--- src/hdl/periodic_task_slot_table_macros.svh ---
// assertion helpers for the slot table; empty bodies for synthesis
`ifndef PERIODIC_TASK_SLOT_TABLE_MACROS_SVH
`define PERIODIC_TASK_SLOT_TABLE_MACROS_SVH

`ifndef SYNTHESIS

// same-cycle implication
`define PTS_ASSERT_NOW(label, clk, rst, ante, cons) \
   label: assert property (@(posedge clk) disable iff (rst) (ante) |-> (cons)) \
      else $error("slot table check failed");

// next-cycle implication
`define PTS_ASSERT_NEXT(label, clk, rst, ante, cons) \
   label: assert property (@(posedge clk) disable iff (rst) (ante) |=> (cons)) \
      else $error("slot table check failed");

`else

`define PTS_ASSERT_NOW(label, clk, rst, ante, cons)

`define PTS_ASSERT_NEXT(label, clk, rst, ante, cons)

`endif

`endif

--- src/hdl/pts_pkg.sv ---
`default_nettype none

package pts_pkg;

   localparam int HANDLE_W    = 8;
   localparam int PEND_W      = 8;
   localparam int SLOT_OUT_W  = 4;
   localparam int MAX_RESULTS = 16;
   localparam int N_W         = $clog2(MAX_RESULTS + 1);

   localparam logic [PEND_W-1:0] PEND_MAX = '1;

   typedef enum logic [1:0] {
      FUNC_TICK     = 2'd0,
      FUNC_ADD      = 2'd1,
      FUNC_DELETE   = 2'd2,
      FUNC_DISPATCH = 2'd3
   } func_type;

   localparam logic KIND_ADD_ACK = 1'b0;
   localparam logic KIND_RUN     = 1'b1;

   localparam logic STATUS_OK     = 1'b0;
   localparam logic STATUS_REJECT = 1'b1;

   // what the slot update asks of the sweep
   typedef struct packed {
      logic write;
      logic emit;
      logic clear;
   } upd_ctl_type;

endpackage

`default_nettype wire

--- src/hdl/pts_ram.sv ---
`default_nettype none

module pts_ram #(
   parameter int WIDTH = 8,
   parameter int DEPTH = 16,
   localparam int ADDR_W = (DEPTH > 1) ? $clog2(DEPTH) : 1
) (
   input  wire logic              clock,
   input  wire logic              wr_en,
   input  wire logic [ADDR_W-1:0] wr_addr,
   input  wire logic [WIDTH-1:0]  wr_data,
   input  wire logic              rd_en,
   input  wire logic [ADDR_W-1:0] rd_addr,
   output logic      [WIDTH-1:0]  rd_data
);

   logic [WIDTH-1:0] mem_ff [DEPTH];
   logic [WIDTH-1:0] rd_data_ff;

   always_ff @(posedge clock) begin
      if (wr_en) begin
         mem_ff[wr_addr] <= wr_data;
      end
      if (rd_en) begin
         rd_data_ff <= mem_ff[rd_addr];
      end
   end

   assign rd_data = rd_data_ff;

endmodule

`default_nettype wire

--- src/hdl/pts_slot_upd.sv ---
`default_nettype none

module pts_slot_upd import pts_pkg::*; #(
   parameter int TIME_BITS = 16
) (
   input  wire logic                 is_dispatch,
   input  wire logic                 occupied,
   input  wire logic [TIME_BITS-1:0] delay_left,
   input  wire logic [TIME_BITS-1:0] slot_period,
   input  wire logic [PEND_W-1:0]    pending,
   output logic      [TIME_BITS-1:0] delay_out,
   output logic      [PEND_W-1:0]    pending_out,
   output upd_ctl_type               ctl
);

   always_comb begin
      delay_out   = delay_left;
      pending_out = pending;
      ctl         = '0;
      if (is_dispatch) begin
         // free slots read as zero, so they never run
         ctl.emit    = occupied && (pending != '0);
         ctl.write   = ctl.emit;
         ctl.clear   = ctl.emit && (slot_period == '0);
         pending_out = pending - 1'b1;
      end else begin
         ctl.write = occupied;
         if (delay_left == '0) begin
            delay_out = slot_period;
            if (pending != PEND_MAX) begin
               pending_out = pending + 1'b1;
            end
         end else begin
            delay_out = delay_left - 1'b1;
         end
      end
   end

endmodule

`default_nettype wire

--- src/hdl/periodic_task_slot_table.sv ---
// Periodic task slot table: a cooperative scheduler's task list in one RAM.
// Request channel (req_*): func selects tick, add, delete or dispatch; an item
// is taken while req_valid and req_ready are high, and req_ready is high
// only while the block is idle.
// Response channel (rsp_*): one add acknowledgement per add, one run per slot
// with pending runs on dispatch (at most 16 per dispatch), rsp_last marking
// the final response of a request. Tick and delete give no response.
// Timing: tick and dispatch sweep the slot RAM one slot per cycle and keep
// the block busy until the sweep ends; a dispatch with runs then flushes its
// held run, and a dispatch sweep pauses while it waits on rsp_ready. Delete
// completes in the cycle it is taken. Add scans the occupancy flags one slot
// per cycle until it finds a free slot or reaches the last one, and answers
// once the response register is free. Each dispatch run is held back until
// the next run, or the end of the sweep, shows whether it is the last.
// Reset clears every occupancy flag at once, so all slots are free in the
// first cycle after reset; RAM contents are left as they are.
// A stalled receiver holds the response register; the sweep pauses when a
// second run is ready and no register is free, and resumes without loss.
`default_nettype none

`include "periodic_task_slot_table_macros.svh"

module periodic_task_slot_table import pts_pkg::*; #(
   parameter int SLOT_COUNT = 16,
   parameter int TIME_BITS  = 16
) (
   input  wire logic        clock,
   input  wire logic        reset,
   input  wire logic        req_valid,
   output logic             req_ready,
   input  wire logic [1:0]  req_func,
   input  wire logic [7:0]  req_task_handle,
   input  wire logic [15:0] req_first_delay,
   input  wire logic [15:0] req_run_period,
   input  wire logic [3:0]  req_slot_number,
   output logic             rsp_valid,
   input  wire logic        rsp_ready,
   output logic             rsp_result_kind,
   output logic             rsp_status,
   output logic [3:0]       rsp_slot_index,
   output logic [7:0]       rsp_run_handle,
   output logic             rsp_last
);

   localparam int SLOT_W  = (SLOT_COUNT > 1) ? $clog2(SLOT_COUNT) : 1;
   localparam int CNT_W   = $clog2(SLOT_COUNT + 1);
   localparam int ENTRY_W = HANDLE_W + 2 * TIME_BITS + PEND_W;

   typedef enum logic [1:0] {
      S_IDLE,
      S_ADD,
      S_SWEEP,
      S_FLUSH
   } state_type;

   state_type             state_ff, state_in;
   func_type              func_ff, func_in;
   logic [HANDLE_W-1:0]   handle_ff, handle_in;
   logic [TIME_BITS-1:0]  delay_ff, delay_in;
   logic [TIME_BITS-1:0]  period_ff, period_in;
   logic [CNT_W-1:0]      iss_ff, iss_in;
   logic                  p1_vld_ff, p1_vld_in;
   logic [SLOT_W-1:0]     p1_slot_ff, p1_slot_in;
   logic [N_W-1:0]        n_ff, n_in;
   logic                  hold_vld_ff, hold_vld_in;
   logic [SLOT_W-1:0]     hold_slot_ff, hold_slot_in;
   logic [HANDLE_W-1:0]   hold_handle_ff, hold_handle_in;
   logic [SLOT_COUNT-1:0] occ_ff, occ_in;
   logic                  rsp_valid_ff, rsp_valid_in;
   logic                  rsp_kind_ff, rsp_kind_in;
   logic                  rsp_status_ff, rsp_status_in;
   logic [SLOT_OUT_W-1:0] rsp_slot_ff, rsp_slot_in;
   logic [HANDLE_W-1:0]   rsp_handle_ff, rsp_handle_in;
   logic                  rsp_last_ff, rsp_last_in;

   logic                  ram_we;
   logic [SLOT_W-1:0]     ram_wa;
   logic [ENTRY_W-1:0]    ram_wd;
   logic                  ram_re;
   logic [SLOT_W-1:0]     ram_ra;
   logic [ENTRY_W-1:0]    ram_rd;

   logic [SLOT_W-1:0]     iss_idx;
   logic                  occ_p1;
   logic [HANDLE_W-1:0]   rd_handle;
   logic [TIME_BITS-1:0]  rd_delay;
   logic [TIME_BITS-1:0]  rd_period;
   logic [PEND_W-1:0]     rd_pend;
   logic [TIME_BITS-1:0]  upd_delay;
   logic [PEND_W-1:0]     upd_pend;
   upd_ctl_type           upd_ctl;
   logic                  is_dispatch;
   logic                  out_free;
   logic                  p1_act;
   logic                  stall;
   logic                  add_free;
   logic                  add_last;

   pts_ram #(
      .WIDTH (ENTRY_W),
      .DEPTH (SLOT_COUNT)
   ) u_ram (
      .clock   (clock),
      .wr_en   (ram_we),
      .wr_addr (ram_wa),
      .wr_data (ram_wd),
      .rd_en   (ram_re),
      .rd_addr (ram_ra),
      .rd_data (ram_rd)
   );

   // a free slot always reads as an all-zero entry
   assign occ_p1    = occ_ff[p1_slot_ff];
   assign rd_handle = occ_p1 ? ram_rd[ENTRY_W-1 -: HANDLE_W] : '0;
   assign rd_delay  = occ_p1 ? ram_rd[ENTRY_W-HANDLE_W-1 -: TIME_BITS] : '0;
   assign rd_period = occ_p1 ? ram_rd[PEND_W +: TIME_BITS] : '0;
   assign rd_pend   = occ_p1 ? ram_rd[PEND_W-1:0] : '0;

   assign is_dispatch = (func_ff == FUNC_DISPATCH);

   pts_slot_upd #(
      .TIME_BITS (TIME_BITS)
   ) u_upd (
      .is_dispatch (is_dispatch),
      .occupied    (occ_p1),
      .delay_left  (rd_delay),
      .slot_period (rd_period),
      .pending     (rd_pend),
      .delay_out   (upd_delay),
      .pending_out (upd_pend),
      .ctl         (upd_ctl)
   );

   assign iss_idx  = iss_ff[SLOT_W-1:0];
   assign out_free = !rsp_valid_ff || rsp_ready;
   assign p1_act   = p1_vld_ff && !(is_dispatch && (n_ff == N_W'(MAX_RESULTS)));
   assign stall    = p1_act && upd_ctl.emit && hold_vld_ff && !out_free;
   assign add_free = !occ_ff[iss_idx];
   assign add_last = (iss_ff == CNT_W'(SLOT_COUNT - 1));

   assign req_ready = (state_ff == S_IDLE);

   always_comb begin
      state_in       = state_ff;
      func_in        = func_ff;
      handle_in      = handle_ff;
      delay_in       = delay_ff;
      period_in      = period_ff;
      iss_in         = iss_ff;
      p1_vld_in      = p1_vld_ff;
      p1_slot_in     = p1_slot_ff;
      n_in           = n_ff;
      hold_vld_in    = hold_vld_ff;
      hold_slot_in   = hold_slot_ff;
      hold_handle_in = hold_handle_ff;
      occ_in         = occ_ff;
      rsp_valid_in   = rsp_valid_ff;
      rsp_kind_in    = rsp_kind_ff;
      rsp_status_in  = rsp_status_ff;
      rsp_slot_in    = rsp_slot_ff;
      rsp_handle_in  = rsp_handle_ff;
      rsp_last_in    = rsp_last_ff;
      ram_we         = 1'b0;
      ram_wa         = p1_slot_ff;
      ram_wd         = {rd_handle, upd_delay, rd_period, upd_pend};
      ram_re         = 1'b0;
      ram_ra         = iss_idx;

      if (rsp_valid_ff && rsp_ready) begin
         rsp_valid_in = 1'b0;
      end

      case (state_ff)
         S_IDLE: begin
            if (req_valid) begin
               func_in   = func_type'(req_func);
               handle_in = req_task_handle;
               delay_in  = TIME_BITS'(req_first_delay);
               period_in = TIME_BITS'(req_run_period);
               iss_in    = '0;
               n_in      = '0;
               case (func_type'(req_func))
                  FUNC_TICK, FUNC_DISPATCH: begin
                     state_in = S_SWEEP;
                  end
                  FUNC_ADD: begin
                     state_in = S_ADD;
                  end
                  FUNC_DELETE: begin
                     if (int'(req_slot_number) < SLOT_COUNT) begin
                        occ_in[SLOT_W'(req_slot_number)] = 1'b0;
                     end
                  end
                  default: begin
                     state_in = S_IDLE;
                  end
               endcase
            end
         end

         S_ADD: begin
            if ((handle_ff == '0) || (!add_free && add_last)) begin
               if (out_free) begin
                  rsp_valid_in  = 1'b1;
                  rsp_kind_in   = KIND_ADD_ACK;
                  rsp_status_in = STATUS_REJECT;
                  rsp_slot_in   = '0;
                  rsp_handle_in = '0;
                  rsp_last_in   = 1'b1;
                  state_in      = S_IDLE;
               end
            end else if (add_free) begin
               if (out_free) begin
                  ram_we         = 1'b1;
                  ram_wa         = iss_idx;
                  ram_wd         = {handle_ff, delay_ff, period_ff, {PEND_W{1'b0}}};
                  occ_in[iss_idx] = 1'b1;
                  rsp_valid_in   = 1'b1;
                  rsp_kind_in    = KIND_ADD_ACK;
                  rsp_status_in  = STATUS_OK;
                  rsp_slot_in    = SLOT_OUT_W'(iss_idx);
                  rsp_handle_in  = '0;
                  rsp_last_in    = 1'b1;
                  state_in       = S_IDLE;
               end
            end else begin
               iss_in = CNT_W'(iss_ff + 1'b1);
            end
         end

         S_SWEEP: begin
            if (!stall) begin
               if (p1_act && upd_ctl.write) begin
                  ram_we = 1'b1;
                  ram_wa = p1_slot_ff;
                  if (upd_ctl.clear) begin
                     occ_in[p1_slot_ff] = 1'b0;
                  end
               end
               // a run waits in the hold register until we know whether it is the last
               if (p1_act && upd_ctl.emit) begin
                  n_in = N_W'(n_ff + 1'b1);
                  if (hold_vld_ff) begin
                     rsp_valid_in  = 1'b1;
                     rsp_kind_in   = KIND_RUN;
                     rsp_status_in = STATUS_OK;
                     rsp_slot_in   = SLOT_OUT_W'(hold_slot_ff);
                     rsp_handle_in = hold_handle_ff;
                     rsp_last_in   = 1'b0;
                  end
                  hold_vld_in    = 1'b1;
                  hold_slot_in   = p1_slot_ff;
                  hold_handle_in = rd_handle;
               end
               if (iss_ff < CNT_W'(SLOT_COUNT)) begin
                  ram_re     = 1'b1;
                  ram_ra     = iss_idx;
                  p1_vld_in  = 1'b1;
                  p1_slot_in = iss_idx;
                  iss_in     = CNT_W'(iss_ff + 1'b1);
               end else begin
                  p1_vld_in = 1'b0;
                  if (!p1_vld_ff) begin
                     state_in = hold_vld_ff ? S_FLUSH : S_IDLE;
                  end
               end
            end
         end

         S_FLUSH: begin
            if (out_free) begin
               rsp_valid_in  = 1'b1;
               rsp_kind_in   = KIND_RUN;
               rsp_status_in = STATUS_OK;
               rsp_slot_in   = SLOT_OUT_W'(hold_slot_ff);
               rsp_handle_in = hold_handle_ff;
               rsp_last_in   = 1'b1;
               hold_vld_in   = 1'b0;
               state_in      = S_IDLE;
            end
         end

         default: begin
            state_in = S_IDLE;
         end
      endcase
   end

   always_ff @(posedge clock) begin
      if (reset) begin
         state_ff     <= S_IDLE;
         iss_ff       <= '0;
         n_ff         <= '0;
         p1_vld_ff    <= 1'b0;
         hold_vld_ff  <= 1'b0;
         occ_ff       <= '0;
         rsp_valid_ff <= 1'b0;
      end else begin
         state_ff     <= state_in;
         iss_ff       <= iss_in;
         n_ff         <= n_in;
         p1_vld_ff    <= p1_vld_in;
         hold_vld_ff  <= hold_vld_in;
         occ_ff       <= occ_in;
         rsp_valid_ff <= rsp_valid_in;
      end
      func_ff        <= func_in;
      handle_ff      <= handle_in;
      delay_ff       <= delay_in;
      period_ff      <= period_in;
      p1_slot_ff     <= p1_slot_in;
      hold_slot_ff   <= hold_slot_in;
      hold_handle_ff <= hold_handle_in;
      rsp_kind_ff    <= rsp_kind_in;
      rsp_status_ff  <= rsp_status_in;
      rsp_slot_ff    <= rsp_slot_in;
      rsp_handle_ff  <= rsp_handle_in;
      rsp_last_ff    <= rsp_last_in;
   end

   assign rsp_valid       = rsp_valid_ff;
   assign rsp_result_kind = rsp_kind_ff;
   assign rsp_status      = rsp_status_ff;
   assign rsp_slot_index  = rsp_slot_ff;
   assign rsp_run_handle  = rsp_handle_ff;
   assign rsp_last        = rsp_last_ff;

   // a new request never finds sweep work left over
   `PTS_ASSERT_NOW(a_idle_clean, clock, reset, req_valid && req_ready, !p1_vld_ff && !hold_vld_ff)
   // held runs only exist while a dispatch is being finished
   `PTS_ASSERT_NOW(a_hold_scope, clock, reset, hold_vld_ff, (state_ff == S_SWEEP) || (state_ff == S_FLUSH))
   // the flush always delivers the closing run
   `PTS_ASSERT_NEXT(a_flush_last, clock, reset, (state_ff == S_FLUSH) && out_free, rsp_valid && rsp_last && (rsp_result_kind == KIND_RUN))

endmodule

`default_nettype wire

--- config.mk ---
export PLATFORM = sky130hd
export DESIGN_NAME = periodic_task_slot_table
export DESIGN_NICKNAME = d
export VERILOG_FILES = /design/src/hdl/pts_pkg.sv /design/src/hdl/pts_ram.sv /design/src/hdl/pts_slot_upd.sv /design/src/hdl/periodic_task_slot_table.sv
export VERILOG_INCLUDE_DIRS = /design/src /design/src/hdl
export SDC_FILE = /design/constraint.sdc
export NUM_CORES = 1
export LEC_CHECK = 0
export BUFFER_PORTS_ARGS = -buffer_cell sky130_fd_sc_hd__buf_4
export CAP_MARGIN = 20
export CORE_ASPECT_RATIO = 1.1
export CORE_MARGIN = 3
export CORE_UTILIZATION = 56
export CTS_CLUSTER_DIAMETER = 30
export DETAILED_ROUTE_END_ITERATION = 10
export PLACE_DENSITY = 0.75
export SYNTH_ARGS = -nofsm -noshare
export SYNTH_HDL_FRONTEND = slang
export SYNTH_SLANG_ARGS = --single-unit
--- constraint.sdc ---
create_clock -name clock -period 5.3 [get_ports clock]
set_clock_uncertainty 0.15 [all_clocks]
set_input_delay 1.06 -clock clock [delete_from_list [all_inputs] [get_ports clock]]
set_output_delay 1.06 -clock clock [all_outputs]
set_load 0.1 [all_outputs]
### Word-level counts from Yosys, hierarchy flattened

Memory sizes are Yosys's and may differ from the RTL's. A register that Yosys moved wholly into a read port is not among the register bits.
Cells that the tools add are included.

* input bits: 50
* bits in writable memories: 768
* ROM bits: 0
* flip-flop bits (word level): 104
* output and inout bits: 17
* memories: 1
* latch bits: 0

Memories
* u_ram.mem_ff: depth 16, bits a word 48, rd ports 1, clocked after memory_dff 1, write ports 1, line pts_ram.sv:17 `logic [WIDTH-1:0] mem_ff [DEPTH];`

* eq/ne operators: 29
* order comparisons: 7
* bitwise logic cells: 6
* shifts and indexed selects: 0
* div/mod/pow operators: 0
* add/sub/neg operators: 5
* multipliers: 0
* muxes and demuxes: 116
* reductions and logical operators: 42

Operators with widths (count)
* 16-bit two-way mux: 12
* 48-bit two-way mux: 4
* 8-bit two-way mux: 12
* 4-bit two-way mux: 12
* 16-bit one-hot mux with 3 select lines: 1
* 1-bit two-way mux: 42
* 5-bit two-way mux: 7
* 16-bit AND: 2
* 16-bit zero test: 2
* 16-bit NOT: 2
* 2-bit inequality test (second input constant): 13
* 8-bit one-hot mux with 3 select lines: 1
* 6-bit AND reduction: 4
* 2-bit two-way mux: 9
* 16-bit bitwise OR: 1
* 16-bit by 1-bit subtractor with 16-bit output (second input constant): 1
* 4-bit by 5-bit less-than comparator with 1-bit output (second input constant): 3
* 5-bit one-hot mux with 3 select lines: 1
* 1-bit logical AND: 13
* 1-bit demux with 4-bit select: 3
* 4-bit by 1-bit greater-or-equal comparator with 1-bit output (second input constant): 3
* 1-bit one-hot mux with 3 select lines: 4
* 4-bit one-hot mux with 3 select lines: 1
* 5-bit by 1-bit adder with 5-bit output (second input constant): 2
* other kinds (31): 50

### Logic depth before layout (Yosys ltp)

* word-level depth: 14
* gate-level depth with buffers: 18
* gate-level depth less buffers: 13

### Hierarchy

A second synthesis with hierarchy kept.

* cell total of the unflattened synthesis: 1924
* area total of the unflattened synthesis: 37084.3 µm²

Modules (own cells, without submodules)
* pts_ram: sequential area each 24503.5 µm², cells each 1242, instances 1, area an instance 30175.2 µm²
* periodic_task_slot_table: sequential area each 2812.7 µm², cells each 497, instances 1, area an instance 5716.7 µm²
* pts_slot_upd: sequential area each 0.0 µm², cells each 185, instances 1, area an instance 1192.4 µm²

### Least setup slack after synthesis

OpenSTA, ideal clock, no wires.

* kind: reg-to-reg
* start point: register p1_slot_ff[2]
* end point: memory u_ram.mem_ff[7][0] (netlist bit), enable pin
* clock period less this slack: 5431 ps
* path buffers: 1
* slack: -131 ps
* cell stages (with the launch flop): 15
* data required time: 4696 ps
* setup time: 454 ps
* arrival: 4827 ps
* cell sequence: edfxtp_1 -> buf_4 -> mux2i_1 -> mux4_2 -> or2_2 -> nand2_1 -> nand2_1 -> ha_1 -> nor3b_1 -> a21oi_1 -> a21oi_1 -> a211oi_1 -> o21a_2 -> nand2_1 -> nor2_1

* word-level cells in the longest chain between the ends: 13
* elaborated cells between the ends (all ways): 20

Ends and longest elaborated chain
* from (decl): line periodic_task_slot_table.sv:63 `logic [SLOT_W-1:0] p1_slot_ff, p1_slot_in;`
* from (signal assigned): line periodic_task_slot_table.sv:311 `p1_slot_ff <= p1_slot_in;`
* 1-bit binary-select mux with 4-bit select: line periodic_task_slot_table.sv:113 `assign occ_p1 = occ_ff[p1_slot_ff];`
* 1-bit two-way mux (not written as such): line periodic_task_slot_table.sv:113
* 8-bit two-way mux: line periodic_task_slot_table.sv:117 `assign rd_pend = occ_p1 ? ram_rd[PEND_W-1:0] : '0;`
* 8-bit nonzero test: line pts_slot_upd.sv:22 `ctl.emit = occupied && (pending != '0);`
* 1-bit logical AND: line pts_slot_upd.sv:22
* 2-bit two-way mux: line pts_slot_upd.sv:20 `if (is_dispatch) begin`
* 1-bit logical AND (3 in a row): line periodic_task_slot_table.sv:137 `assign stall = p1_act && upd_ctl.emit && hold_vld_ff && !out_free;`
* 1-bit two-way mux: line periodic_task_slot_table.sv:232 `if (!stall) begin`
* 1-bit one-hot mux with 2 select lines: line periodic_task_slot_table.sv:173 `case (state_ff)`
* 1-bit two-way mux: line pts_ram.sv:21 `if (wr_en) begin`
* 1-bit two-way mux (not written as such): line pts_ram.sv:22 `mem_ff[wr_addr] <= wr_data;`
* to (decl): line pts_ram.sv:17

Several ways; a longest one is shown, not always the timed one. The select of a mux whose other input is x is not followed.

### Worst setup path after layout

* start point: register p1_slot_ff[2]
* end point: memory u_ram.mem_ff[8][30] (netlist bit), data pin

* word-level cells in the longest chain between the ends: 10
* elaborated cells between the ends (all ways): 12

Ends and longest elaborated chain
* 1-bit binary-select mux with 4-bit select *: line periodic_task_slot_table.sv:113
* 1-bit two-way mux (not written as such) *: line periodic_task_slot_table.sv:113
* 16-bit two-way mux: line periodic_task_slot_table.sv:115 `assign rd_delay = occ_p1 ? ram_rd[ENTRY_W-HANDLE_W-1 -: TIME_BITS] : '0;`
* 16-bit by 1-bit subtractor with 16-bit output or 16-bit zero test (tied branches): line pts_slot_upd.sv:34, pts_slot_upd.sv:28
* 16-bit two-way mux: line pts_slot_upd.sv:28 `if (delay_left == '0) begin`
* 16-bit two-way mux *: line pts_slot_upd.sv:20
* 48-bit two-way mux: line periodic_task_slot_table.sv:213 `if (out_free) begin`
* 48-bit two-way mux: line periodic_task_slot_table.sv:212 `end else if (add_free) begin`
* 48-bit two-way mux: line periodic_task_slot_table.sv:202 `if ((handle_ff == '0) || (!add_free && add_last)) begin`
* 48-bit two-way mux *: line periodic_task_slot_table.sv:173
* net ram_wd[30]: line periodic_task_slot_table.sv:78 `logic [ENTRY_W-1:0] ram_wd;`

The timed path passes the listed nets; every way through them passes the cells marked *. The select of a mux whose other input is x is not followed.

==> results.yml <==
sta:
  worst_pin_slew_ns: 1.14
  timing.fmax_ghz: 0.205
  slew_headroom: 0.217
  drv_slew: 0
  fin_crit_sh: 0.919
  fin_ws_ns: 0.427
  hold_viol_final: 0
  hold-worst-slack_ns: 0.362
  rsz0062_at_grt: "no"
  setup_viol: 0
  fin_crit_ns: 4.87
power:
  leakage_nw: 14.1
  p_per_area_mw_per_mm2: 563
  max-vdd-ir-drop_uv: 431
logic_synthesis:
  yosysUniqueCellTypes: 74
  ys_async_sr_fraction: 0
  postSynthAreaPerCell_um2: 19.9
  syn-num-nets: 1923
  yosysTopAreaCellShare: 0.724
  ys_seq_elements: 920
  synth_top_cell_by_area: "edfxtp_1"
  synth_area_mm2: 0.0369
  yosys-top-cells-area: "edfxtp_1 (72%), mux4_2 (15%), dfxtp_1 (1.7%), nand2_1 (0.87%), nor2_1 (0.68%)"
  syn_inst: 1856
  ys_seq_area_frac: 0.741
  synth_edf_count: 889
  yosys_warnings: 0
  synthFlopType: "edfxtp_1"
setup_path:
  cp.depth: 13
  crit_buf_inv: 0
  worstSetupStartpointType: "flip-flop"
  critPathMaxFanout: 18
  cp_cell_sequence: "mux2i_1 > mux4_2 > or2_2 > nand2_2 > nand2_1 > ha_1 > nor2b_1 > nand4_1 > or3_1 > nand3_1 > nor2_1 > o21ai_0 > a31oi_2"
  critPathMaxStageDelay_ns: 0.80
  ff2ff_path_depth: 13
  critPathRequiredTime_ns: 5.56
  worstSetupEndpointType: "flip-flop"
  slowest_stage: "edfxtp_1"
  critical_path_arrival_ns: 5.13
  crit_type: "reg2reg"
  path_delay_family: "simple AND/OR/NAND/NOR gates"
placement:
  place_congestion: 0.911
  dp_cells: 2747
  portBuffers: 66
  hpwl_mm: 48.6
  pre_cts_ws_ns: 0.266
finish:
  fillers: 3965
  antennaDiodeCount: 0
  nets: 2108
  drive_gt1_frac: 0.313
  finalNonFillerCells: 3008
  synthToLayoutAreaGrowth_pct: 18.7
die:
  rows: 98
  io_pins: 67
  start_util: 0.566
  die_area_mm2: 0.0689
  fp.coreArea_mm2: 0.0651
  die_x_um: 251
  chipHeight_um: 275
detailed_routing:
  via_count: 19700
  drt_iter0_markers: 2547
  drc_errors: 0
  routed_wl_mm: 89.0
  avgViaCountPerCell: 6.55
  first_pass_iters: 8
  drtAntennaViolNets: 0
  wl_per_cell_um: 29.6
grt:
  grt_pass1_wl_mm: 133
  grt_usage: 0.265
  grt_pass1_vias: 20400
  grt-ovfl-total: 0
  grt_antenna_before_repair: 0
  grt_max_degree: 116
clock_network:
  cts_buffers: 141
  htree_levels: 4
  cts_resized: 0
  ctsHoldBuffers: 0
  clkSinkCount: 920
  clk_path_buf_depth: 3
  insertion_delay_ns: 0.73
  cts.reportedPaths.clkPinSlew_ns: 0.05
  post_cts_buffers: 0
  cts_tree: "yes"
  cts_root_buf: "clkbuf_16"
min_path:
  hold-path-cell-count: 1
  hold_class: "reg2reg"
run_status:
  status: "completed"
job:
  maxCapViolCount: 0
==> cell usage in the layout, fill, tap and decap left out, types with 11 or more instances in the layout <==
cell type and count:
edfxtp_1 889, mux4_2 242, clkbuf_16 148, buf_4 124, nand2_1 84, nor2_1 50, a21oi_1 47, nand3_1 44
o21ai_0 31, dfxtp_1 28, nor3_1 23, inv_6 21, clkinv_1 21, and2_1 20, clkinv_2 19, inv_1 18
a31oi_1 18, buf_12 18, nor2_4 17, ha_1 17, nand2b_1 16, clkinvlp_4 15, and3_1 14, mux2i_1 13
a211oi_1 13, nor4_1 12, bufinv_16 11
==> layer usage <==
layer / vias up / part of all wire / track usage
li1: 8140 / - / -
met1: 10200 / 0.38 / 0.348
met2: 1133 / 0.51 / 0.441
met3: 222 / 0.083 / 0.0559
met4: 0 / 0.033 / 0.107
met5: - / 0 / 0
==> where the power goes <==
group | leakage (nW) | switching, mW | internal [mW]
clock | 2.31 | 3.45 | 5.72
sequential | 8.40 | 0.327 | 9.70
combinational | 3.43 | 3.60 | 1.84
==> layout make-up <==
cell class,instances,area [µm²],share of cell area
Clock inverter,105,1040,0.0238
Clock buffer,155,3740,0.0855
Timing Repair Buffer,143,1300,0.0296
Tap cell,850,1060,0.0243
Inverter,20,78.8,0.00180
Sequential cell,920,27300,0.625
Multi-Input combinational cell,815,9210,0.210
==> state kept, by name, indices dropped and copies added (netlist names), 2 cells and up <==
name,cells
u_ram.rd_data,48
period_ff,16
u_ram.mem_ff,768
p1_slot_ff,4
rsp_slot_index,4
hold_slot_ff,4
state_ff,2
n_ff,5
occ_ff,16
hold_handle_ff,8
delay_ff,16
iss_ff,5
rsp_run_handle,8
handle_ff,8
func_ff,2
==> worst paths after layout <==
path,from,end,slack [ns]
worst max-delay path,p1_slot_ff[2],u_ram.mem_ff[8][30],0.43
worst min-delay path,hold_handle_ff[0],rsp_run_handle[0],0.36
worst max register to register,p1_slot_ff[2],u_ram.mem_ff[8][30],0.43
worst min register to register,hold_handle_ff[0],rsp_run_handle[0],0.36
==> through the flow <==
| step | utilization | area [µm²] | total power [mW] | TNS (ns) |
|---|---|---|---|---|
| 3_5_place_dp | 0.598 | 38900 | 15.5 | 0 |
| 4_1_cts | 0.672 | 43700 | 24.7 | 0 |
| 3_3_place_gp | 0.598 | 38900 | 15.3 | 0 |
| 6_report | 0.672 | 43800 | 24.6 | 0 |
| 5_1_grt | 0.672 | 43800 | 25.5 | 0 |
| 2_1_floorplan | - | 36900 | 13.7 | -53.14 |
==> cell usage after synthesis (4+ instances only) <==
cell,number
a21oi_1,50
and3_1,14
o31ai_1,8
a31oi_1,19
xnor2_1,5
mux2_2,9
clkbuf_1,63
a22oi_1,9
nor4_1,12
nand3b_1,4
o211ai_1,5
nor3b_1,7
mux4_1,4
nand2_1,85
and2_1,21
nor3_1,23
a21o_1,6
buf_4,4
dfxtp_1,31
buf_1,23
inv_1,18
nand3_1,44
nand4_1,9
edfxtp_1,889
or3_1,5
mux4_2,242
o21ai_0,31
a31o_2,6
a211oi_1,13
a22o_1,7
mux2i_1,13
nor2b_1,9
buf_2,10
nor2_1,67
nand2b_1,16
ha_1,17
==> logic make-up after synthesis <==
kind of cell             synth area share
buffers and inverters              0.0133
AO/OA/AOI/OAI                      0.0372
flip-flops                          0.741
XOR/XNOR                          0.00166
AND/OR/NAND/NOR                    0.0441
adder cells (fa/ha/maj)           0.00577
multiplexers                        0.157
No activity file was read; power rests on OpenSTA's default activity.
